### src/sv/ewgm_pkg.sv
// Shared constants, codes and controller/datapath interface types for the ellipse gridder.
package ewgm_pkg;

  // Point store geometry
  localparam int MAX_POINTS    = 1024;
  localparam int ROT_FRAC_BITS = 14;
  localparam int ADDR_W        = $clog2(MAX_POINTS);
  localparam int CNT_W         = $clog2(MAX_POINTS + 1);
  localparam int PT_W          = 24 + 24 + 32;
  localparam int SUM_W         = 32 + ADDR_W;
  localparam int DIVCNT_W      = $clog2(SUM_W + 1);
  localparam int LHS_W         = 116;

  // Item modes
  localparam logic [1:0] MODE_LOAD  = 2'd0;
  localparam logic [1:0] MODE_QUERY = 2'd1;
  localparam logic [1:0] MODE_CLEAR = 2'd2;

  // Metric selector codes
  localparam logic [2:0] METRIC_MEAN    = 3'd0;
  localparam logic [2:0] METRIC_NEAREST = 3'd1;
  localparam logic [2:0] METRIC_MIN     = 3'd2;
  localparam logic [2:0] METRIC_MAX     = 3'd3;
  localparam logic [2:0] METRIC_RANGE   = 3'd4;

  // Configuration register indexes
  localparam logic [2:0] CFG_METRIC  = 3'd0;
  localparam logic [2:0] CFG_RADIUS1 = 3'd1;
  localparam logic [2:0] CFG_RADIUS2 = 3'd2;
  localparam logic [2:0] CFG_COS     = 3'd3;
  localparam logic [2:0] CFG_SIN     = 3'd4;
  localparam logic [2:0] CFG_MINPTS  = 3'd5;
  localparam logic [2:0] CFG_NODATA  = 3'd6;

  localparam logic signed [15:0] COS_RESET = 16'(1 << ROT_FRAC_BITS);

  // Controller to datapath commands
  typedef struct packed {
    logic              ram_we;
    logic [ADDR_W-1:0] addr;
    logic              issue;
    logic              query_start;
    logic              div_start;
    logic              emit;
  } ewgm_cmd_t;

  // Datapath to controller status
  typedef struct packed {
    logic pipe_empty;
    logic need_div;
    logic div_busy;
  } ewgm_sts_t;

endpackage

### src/sv/ewgm_ctrl.sv
// Controller: point count, store walk sequencing, division and result timing.
module ewgm_ctrl import ewgm_pkg::*; (
  input  logic       clk,
  input  logic       rst_n,
  input  logic       start,
  input  logic [1:0] in_mode,
  input  ewgm_sts_t  sts,
  output ewgm_cmd_t  cmd,
  output logic       busy
);

  typedef enum logic [5:0] {
    ST_IDLE   = 6'b000001,
    ST_WALK   = 6'b000010,
    ST_DRAIN  = 6'b000100,
    ST_FINISH = 6'b001000,
    ST_DIV    = 6'b010000,
    ST_EMIT   = 6'b100000
  } state_t;

  state_t            state_r, state_nxt;
  logic [CNT_W-1:0]  count_r, count_nxt;
  logic [CNT_W-1:0]  idx_r, idx_nxt;
  logic              accept;

  assign busy   = (state_r != ST_IDLE);
  assign accept = start & ~busy;

  // Next state and command decode
  always_comb begin
    state_nxt       = state_r;
    count_nxt       = count_r;
    idx_nxt         = idx_r;
    cmd.ram_we      = 1'b0;
    cmd.issue       = 1'b0;
    cmd.query_start = 1'b0;
    cmd.div_start   = 1'b0;
    cmd.emit        = 1'b0;
    cmd.addr        = idx_r[ADDR_W-1:0];
    case (state_r)
      ST_IDLE: begin
        if (accept) begin
          case (in_mode)
            MODE_LOAD: begin
              if (count_r < CNT_W'(MAX_POINTS)) begin
                cmd.ram_we = 1'b1;
                cmd.addr   = count_r[ADDR_W-1:0];
                count_nxt  = count_r + 1'b1;
              end
            end
            MODE_CLEAR: count_nxt = '0;
            MODE_QUERY: begin
              cmd.query_start = 1'b1;
              idx_nxt         = '0;
              state_nxt       = (count_r == '0) ? ST_DRAIN : ST_WALK;
            end
            default: ;
          endcase
        end
      end
      ST_WALK: begin
        cmd.issue = 1'b1;
        if (idx_r + 1'b1 == count_r) begin
          state_nxt = ST_DRAIN;
        end else begin
          idx_nxt = idx_r + 1'b1;
        end
      end
      ST_DRAIN: begin
        if (sts.pipe_empty) begin
          state_nxt = ST_FINISH;
        end
      end
      ST_FINISH: begin
        if (sts.need_div) begin
          cmd.div_start = 1'b1;
          state_nxt     = ST_DIV;
        end else begin
          state_nxt = ST_EMIT;
        end
      end
      ST_DIV: begin
        if (!sts.div_busy) begin
          state_nxt = ST_EMIT;
        end
      end
      ST_EMIT: begin
        cmd.emit  = 1'b1;
        state_nxt = ST_IDLE;
      end
      default: state_nxt = ST_IDLE;
    endcase
  end

  always_ff @(posedge clk) begin
    if (!rst_n) begin
      state_r <= ST_IDLE;
      count_r <= '0;
      idx_r   <= '0;
    end else begin
      state_r <= state_nxt;
      count_r <= count_nxt;
      idx_r   <= idx_nxt;
    end
  end

endmodule

### config.mk
export PLATFORM = sky130hd
export DESIGN_NAME = ewgm_ctrl
export DESIGN_NICKNAME = d
export VERILOG_FILES = /design/src/sv/ewgm_pkg.sv /design/src/sv/ewgm_ctrl.sv
export SDC_FILE = /design/constraint.sdc
export NUM_CORES = 1
export LEC_CHECK = 0
export BUFFER_PORTS_ARGS = -buffer_cell sky130_fd_sc_hd__buf_4
export CAP_MARGIN = 0
export CORE_ASPECT_RATIO = 0.5
export CORE_MARGIN = 1.5
export CORE_UTILIZATION = 62
export DETAILED_ROUTE_END_ITERATION = 7
export PLACE_DENSITY = 0.84
export SYNTH_ARGS = -nofsm -noshare
export SYNTH_HDL_FRONTEND = slang
export SYNTH_SLANG_ARGS = --single-unit
### constraint.sdc
create_clock -name clk -period 6.7 [get_ports clk]
set_input_delay 1.005 -clock clk [delete_from_list [all_inputs] [get_ports clk]]
set_output_delay 1.005 -clock clk [all_outputs]
set_load 0.01 [all_outputs]
==> out/summary.txt, run 1 <==
===========================================================================
Antenna violations before repair                                          0
Iteration count of the initial detailed-routing pass                      5
Reg clk slew, reported paths                                        0.10 ns
Pin count of the biggest net entering global routing                     17
Fraction of the cycle the final worst path needs                      57.3%
Initial Util                                                          65.7%
Final Hold Fails                                                          0
CTS tree                                                              built
Antenna-violating nets left                                               0
Number of input and output port buffers inserted                         23
Critical Path Slowest Stage Cell                                     or4b_4
Inst Count DP                                                           318
First-pass GRT wire length                                          8160 µm
Async S/R FF share, synth                                                0%
Later-pin clock latency in the skew report                          0.29 ns
WL final                                                            4960 µm
Gr usage total                                                        29.1%
Vias in the first global route                                         1735
Leakage component of the power                                     0.925 nW
Dominant synthesized flop cell                                      dfxtp_1
Std cell rows                                                            14
Number of buffers added by the clock tree synthesis step                  3
Number of inserted filler cells in the final layout                     243
Run status                                                        completed
Top Metal Used                                                         met4
Final period demand of the worst path                               3.84 ns
Max rail drop VDD                                                  0.158 mV
Area of the core                                                   3010 µm²
Final sum of negative setup slack                                      0 ns
Detail Route met3 WL                                                 480 µm
Rel. slew slack                                                       56.9%
Maximum clock path buffer count                                           2
Number of enable flip-flop cells after synthesis                          0
Syn_area_per_cell                                                  7.28 µm²
Hold Crit Depth                                                           2
Cell depth of the worst flop-to-flop path                                 8
Final estimated routing congestion in global placement                0.946
Type of the worst setup path                                        reg2out
Core occupancy in the finished layout                                 73.0%
Number of max-slew violations in the final report                         0
Stage delay of the slowest cell on the critical path                0.56 ns
Critical Path RT                                                    5.69 ns
Growth of design area from synthesis to finish                        11.1%
Layout cells sized above 1                                            12.1%
Met1 routed wirelength after detailed routing                       2320 µm
Routed length on met2                                               2120 µm
Height of the die                                                   43.0 µm
Power density over the cells                                     206 nW/µm²
Netlist area before placement                                      1980 µm²
Transition at the pin with the smallest max-transition slack       0.643 ns
Die W                                                               82.9 µm
Final worst setup slack                                             2.86 ns
Achievable frequency                                              0.261 GHz
Setup repair after global routing missed its margin                      no
Routed via count                                                       1994
Number of nets produced by synthesis                                    283
Category of the worst setup path capture point                  output port
Count of mapped cells out of synthesis                                  272
Number of setup buffers added after CTS                                   0
CP Data Arrival Time                                                2.83 ns
Num ports                                                                24
Final Skew                                                       0.00167 ns
Number of diodes added for antenna fixing                                 0
Sequential share of the synthesized area                              28.3%
Hold buffer count at CTS                                                  0
Launching element type of the critical path                            flop
Cell at the root of the clock tree                                 clkbuf_8
Critical path, cell by cell                                    or4b_4 -> or4_4 -> or3_1 -> inv_2 -> nand2_1 -> o21ai_0 -> buf_4
Number of clock sinks                                                    28
Crit Path Max Fanout                                                     14
Leftover overflow at the end of global routing                            0
Number of synthesized register bits                                      28
CTS-repair resized insts                                                  0
Filler-free cell count of the finished design                           322
Number of failing setup endpoints in the final timing report              0
Vias per std cell                                                      6.19
DRC violation count after routing                                         0
Worst-case setup slack after placement                              2.94 ns
Type of the most critical hold path                                 reg2reg
Number of DRC markers in iteration 0                                    173
WL per Instance                                                     15.4 µm
Final #Nets                                                             294
DIE AREA                                                           3560 µm²
Number of warnings reported in the yosys synthesis log                    0
Total number of H-tree levels                                             1
Half-perimeter wire length after detailed placement                 3700 µm
Synth cell types                                                         49
Number of maximum-capacitance violations                                  0
===========================================================================
-- cells in the final DEF (no fill, tap or decap), types with 9 or more instances in the layout --
cell,instances
a21oi_1,14
buf_4,23
dfxtp_1,28
inv_1,9
mux2i_1,9
nand2_1,45
nand2b_1,9
nand3_1,15
nand4_1,9
nor2_1,21
o21ai_0,11
xor2_1,9
-- per-stage QoR --
stage / hold WS, ns / power (W) / instance area [µm²]
finish: 0.492 / 0.000453 / 2200
global route: 0.531 / 0.000475 / 2200
CTS: 0.495 / 0.000452 / 2200
detailed placement: 0.480 / 0.000315 / 2130
global placement: 0.466 / 0.000312 / 2130
floorplan: 0.451 / 0.000279 / 1980
-- per-layer routing --
layer,track usage [%],vias up
li1,-,975
met1,40.8,905
met2,46.0,109
met3,6.03,5
met4,7.67,0
met5,0,-
-- kinds of logic after synthesis --
group,after synthesis,share of synthesized area [%]
AOI/OAI and AO/OA,41,12.5
adders and majority gates,3,1.90
muxes,10,5.12
and+or+nand+nor,146,39.0
buffers and inverters,27,5.63
DFF,28,28.3
xor gates and xnor gates,17,7.52
-- synth_stat cells, drive strengths merged (2+ instances only) --
master | number | area (µm²)
nand2 | 45 | 169
dfxtp | 28 | 561
nor2 | 21 | 78.8
a21oi | 15 | 78.8
nand3 | 15 | 75.1
o21ai | 12 | 60.1
inv | 10 | 37.5
nand4 | 10 | 68.8
buf | 9 | 43.8
mux2i | 9 | 90.1
nand2b | 9 | 56.3
xor2 | 9 | 78.8
clkbuf | 8 | 30.0
xnor2 | 8 | 70.1
nor2b | 7 | 43.8
nor4 | 7 | 43.8
and3 | 6 | 37.5
nor3 | 6 | 35.0
or3 | 4 | 25.0
and4 | 3 | 26.3
ha | 3 | 37.5
or4 | 3 | 26.3
a31oi | 2 | 12.5
and2 | 2 | 12.5
and4b | 2 | 20.0
nor3b | 2 | 15.0
o21a | 2 | 15.0
-- registers in the layout, indices dropped and copies added, names as in the netlist --
register / flops
state_r: 6
count_r: 11
idx_r: 11
-- cell type report --
type	instances	area [µm²]	share of cell area, %
timing repair buffer	23	173	7.85
sequential	28	561	25.5
multi-input combinational	217	1310	59.4
tap	40	50.0	2.28
clock buffer	3	41.3	1.88
clock inverter	1	30.0	1.37
inverter	10	37.5	1.71
-- report_power, final --
group | total [W] | switching (W) | leakage (nW) | internal, W
clock | 0.000140 | 0.0000596 | 0.0357 | 0.0000802
combinational | 0.000123 | 0.0000707 | 0.663 | 0.0000526
sequential | 0.000190 | 0.0000145 | 0.226 | 0.000175
total | 0.000453 | 0.000145 | 0.925 | 0.000308
-- worst max-delay path, delay by kind of cell, from the launching register on --
family	cells	cell delay, ns
AND/OR/NAND/NOR	4	1.68
buffers and inverters	2	0.41
flip-flops	1	0.39
AO/OA/AOI/OAI	1	0.08
-- worst paths after layout --
path | start | endpoint | slack [ns]
worst max-delay path | state_r[1]$_SDFFE_PN0P_ | cmd[10] | 2.86
worst min register to register | idx_r[10]$_SDFFE_PN0P_ | idx_r[10]$_SDFFE_PN0P_ | 0.49
worst max register to register | idx_r[1]$_SDFFE_PN0P_ | idx_r[0]$_SDFFE_PN0P_ | 3.66
worst min-delay path | idx_r[10]$_SDFFE_PN0P_ | idx_r[10]$_SDFFE_PN0P_ | 0.49
Note: power is estimated with default switching activity, not from simulation.
==> run 2: changes to the inputs <==
Settings changed: ABC_AREA set to 1, CORE_UTILIZATION 62 to 58, PLACE_DENSITY 0.84 to 0.8.
Clock period 6.7 ns to 3.7 ns, I/O delays scaled along.
==> run 2 against run 1 <==
Against the previous run:
- die area rose by 6.9%
- cell area grew 2.4%
- sequential cell count unchanged
- hold slack gained 0.017 ns
- total power increased by 99%
- core utilization decreased by 1.1 points
- final cell count up 21%
- sequential power increased by 89%
- global-route usage decreased by 1.0 points
- critical endpoint is now cmd[5]
- highest routed layer unchanged
==> out/summary.txt, run 2 <==
=====================================================================================
Run status                                                                  completed
Sequential share of the synthesized area                                        28.2%   -0.11 points
Antenna-violating nets left                                                         0   unchanged
Crit Path Max Fanout                                                               17   +3
Number of max-slew violations in the final report                                   0   unchanged
Num ports                                                                          24   unchanged
Final sum of negative setup slack                                                0 ns   unchanged
Final Skew                                                                 0.00811 ns   +0.00645 ns
WL per Instance                                                               13.0 µm   -16%
Synth cell types                                                                   31   -37%
Dominant synthesized flop cell                                                dfxtp_1
Async S/R FF share, synth                                                          0%   unchanged
Number of failing setup endpoints in the final timing report                        0   unchanged
Type of the worst setup path                                                  reg2out
First-pass GRT wire length                                                    8220 µm   +0.76%
Largest area contributor in the netlist                                       dfxtp_1
Final worst setup slack                                                       1.15 ns   -1.71 ns
Number of clock sinks                                                              28   unchanged
Power density over the cells                                               401 nW/µm²   +95%
Number of DRC markers in iteration 0                                              155   -10%
WL final                                                                      5070 µm   +2.1%
Number of setup buffers added after CTS                                             0   unchanged
Number of nets produced by synthesis                                              337   +19%
Category of the worst setup path capture point                            output port
Most frequent cell after synthesis                                            nand2_1
Core occupancy in the finished layout                                           71.9%   -1.1 points
Leading post-synthesis cells by instance count                           nand2_1 (68), nor2_1 (59), inv_1 (51), dfxtp_1 (28), nand3_1 (21)
Syn_area_per_cell                                                            6.09 µm²   -16%
Total number of H-tree levels                                                       1   unchanged
Largest cells by area after synthesis                                    dfxtp_1 (28%), nand2_1 (13%), nor2_1 (11%), inv_1 (9.6%), nand3_1 (5.3%)
Initial Util                                                                    63.4%   -2.3 points
Netlist area before placement                                                1990 µm²   +0.38%
Leakage component of the power                                                1.02 nW   +10%
Area of the core                                                             3140 µm²   +4.1%
CTS tree                                                                        built
Final estimated routing congestion in global placement                          0.923   -2.5%
Most frequent standard cell in the layout excluding fill and tap cells        nand2_1
Iteration count of the initial detailed-routing pass                                6   +1
Pin count of the biggest net entering global routing                               18   +1
CTS-repair resized insts                                                            0   unchanged
Die W                                                                         85.8 µm   +3.5%
Later-pin clock latency in the skew report                                    0.28 ns   about the same
Achievable frequency                                                        0.393 GHz
Max rail drop VDD                                                            0.211 mV   +33%
Setup repair after global routing missed its margin                                no
Antenna violations before repair                                                    0   unchanged
Number of synthesized register bits                                                28   unchanged
Reg clk slew, reported paths                                                  0.10 ns   about the same
Most frequent cells in the layout                                        nand2_1 (68), nor2_1 (59), inv_1 (51), dfxtp_1 (28), buf_4 (24)
Final period demand of the worst path                                         2.55 ns
Hold buffer count at CTS                                                            0   unchanged
Number of warnings reported in the yosys synthesis log                              0   unchanged
Height of the die                                                             44.4 µm   +3.3%
Layout cells sized above 1                                                      14.8%   +2.8 points
CP Data Arrival Time                                                          1.99 ns   -0.84 ns
Transition at the pin with the smallest max-transition slack                 0.581 ns   -0.0624 ns
Type of the most critical hold path                                           reg2reg
Gr usage total                                                                  28.1%   -1.0 points
Leftover overflow at the end of global routing                                      0   unchanged
Worst-case setup slack after placement                                        1.49 ns   -1.45 ns
Registers with the highest flip-flop counts                              count_r: 11 flops, idx_r: 11 flops, state_r: 6 flops
Inst Count DP                                                                     387   +22%
Number of buffers added by the clock tree synthesis step                            3   unchanged
DRC violation count after routing                                                   0   unchanged
Routed via count                                                                 2163   +8.5%
Maximum clock path buffer count                                                     2   unchanged
Number of maximum-capacitance violations                                            0   unchanged
Half-perimeter wire length after detailed placement                           3990 µm   +7.7%
Final #Nets                                                                       363   +23%
Filler-free cell count of the finished design                                     391   +21%
Cell at the root of the clock tree                                           clkbuf_8
Number of diodes added for antenna fixing                                           0   unchanged
Number of enable flip-flop cells after synthesis                                    0   unchanged
Share of the synthesized area in the top cell type                              28.2%   -0.11 points
Final total power                                                          0.000903 W   +99%
Launching element type of the critical path                                      flop
Rel. slew slack                                                                 61.0%   +4.0 points
Number of input and output port buffers inserted                                   23   unchanged
Count of mapped cells out of synthesis                                            326   +20%
Std cell rows                                                                      14   unchanged
DIE AREA                                                                     3810 µm²   +6.9%
Growth of design area from synthesis to finish                                  13.4%
Final Hold Fails                                                                    0   unchanged
Vias per std cell                                                                5.53   -11%
Vias in the first global route                                                   1843   +6.2%
Critical Path RT                                                              3.14 ns   -2.55 ns
Fraction of the cycle the final worst path needs                                68.8%
=====================================================================================
[run 2: logic make-up after synthesis]
family                     after synthesis  synth area share (%)
adders and majority gates                3                  1.89
AOI/OAI and AO/OA                       43                  11.8
DFF                                     28                  28.2
xor gates and xnor gates                 5                  2.20
and+or+nand+nor                        190                  44.8
buffers and inverters                   57                  11.1
[run 2: critical path: stages (launching register included)]
cell and delay, ns:
dfxtp_1 0.34, nor2_2 0.14, nand4_2 0.20, nor2_2 0.23
nand3_2 0.30, inv_2 0.20, nor2_1 0.05, a21oi_1 0.11
buf_4 0.13
[run 2: final timing paths]
check / start / to / slack [ns] / cells after the start
setup / recovery: state_r[2]$_SDFFE_PN0P_ / cmd[5] / 1.15 / 8
hold reg to reg: count_r[1]$_SDFFE_PN0P_ / count_r[1]$_SDFFE_PN0P_ / 0.51 / 2
hold / removal: count_r[1]$_SDFFE_PN0P_ / count_r[1]$_SDFFE_PN0P_ / 0.51 / 2
setup reg to reg: idx_r[0]$_SDFFE_PN0P_ / idx_r[0]$_SDFFE_PN0P_ / 1.43 / 15
[run 2: metal layers]
layer | track usage, % | vias to the layer above | part of all wire (%)
met5 | 0 | - | 0
met4 | 4.19 | 0 | 0.43
met3 | 8.40 | 4 | 11
met2 | 46.3 | 99 | 43
met1 | 38.0 | 963 | 46
li1 | - | 1097 | -
[run 2: layout make-up]
| class | instances | area [µm²] |
|---|---|---|
| Clock buffer | 4 | 55.1 |
| Tap cell | 40 | 50.0 |
| Fill cell | 270 | 882 |
| Multi-Input combinational cell | 241 | 1200 |
| Sequential cell | 28 | 561 |
| Timing Repair Buffer | 24 | 180 |
| Inverter | 54 | 203 |
[run 2: power breakdown]
part / switching [W] / internal [W] / total [W]
Clock: 0.000101 / 0.0000956 / 0.000196
Combinational: 0.000215 / 0.000132 / 0.000347
Sequential: 0.0000321 / 0.000327 / 0.000359
[run 2: through the flow]
step	hold slack [ns]	cell area, µm²
finish	0.510	2250
global route	0.537	2250
detailed placement	0.500	2200
floorplan	0.469	1990
global placement	0.494	2200
CTS	0.515	2250
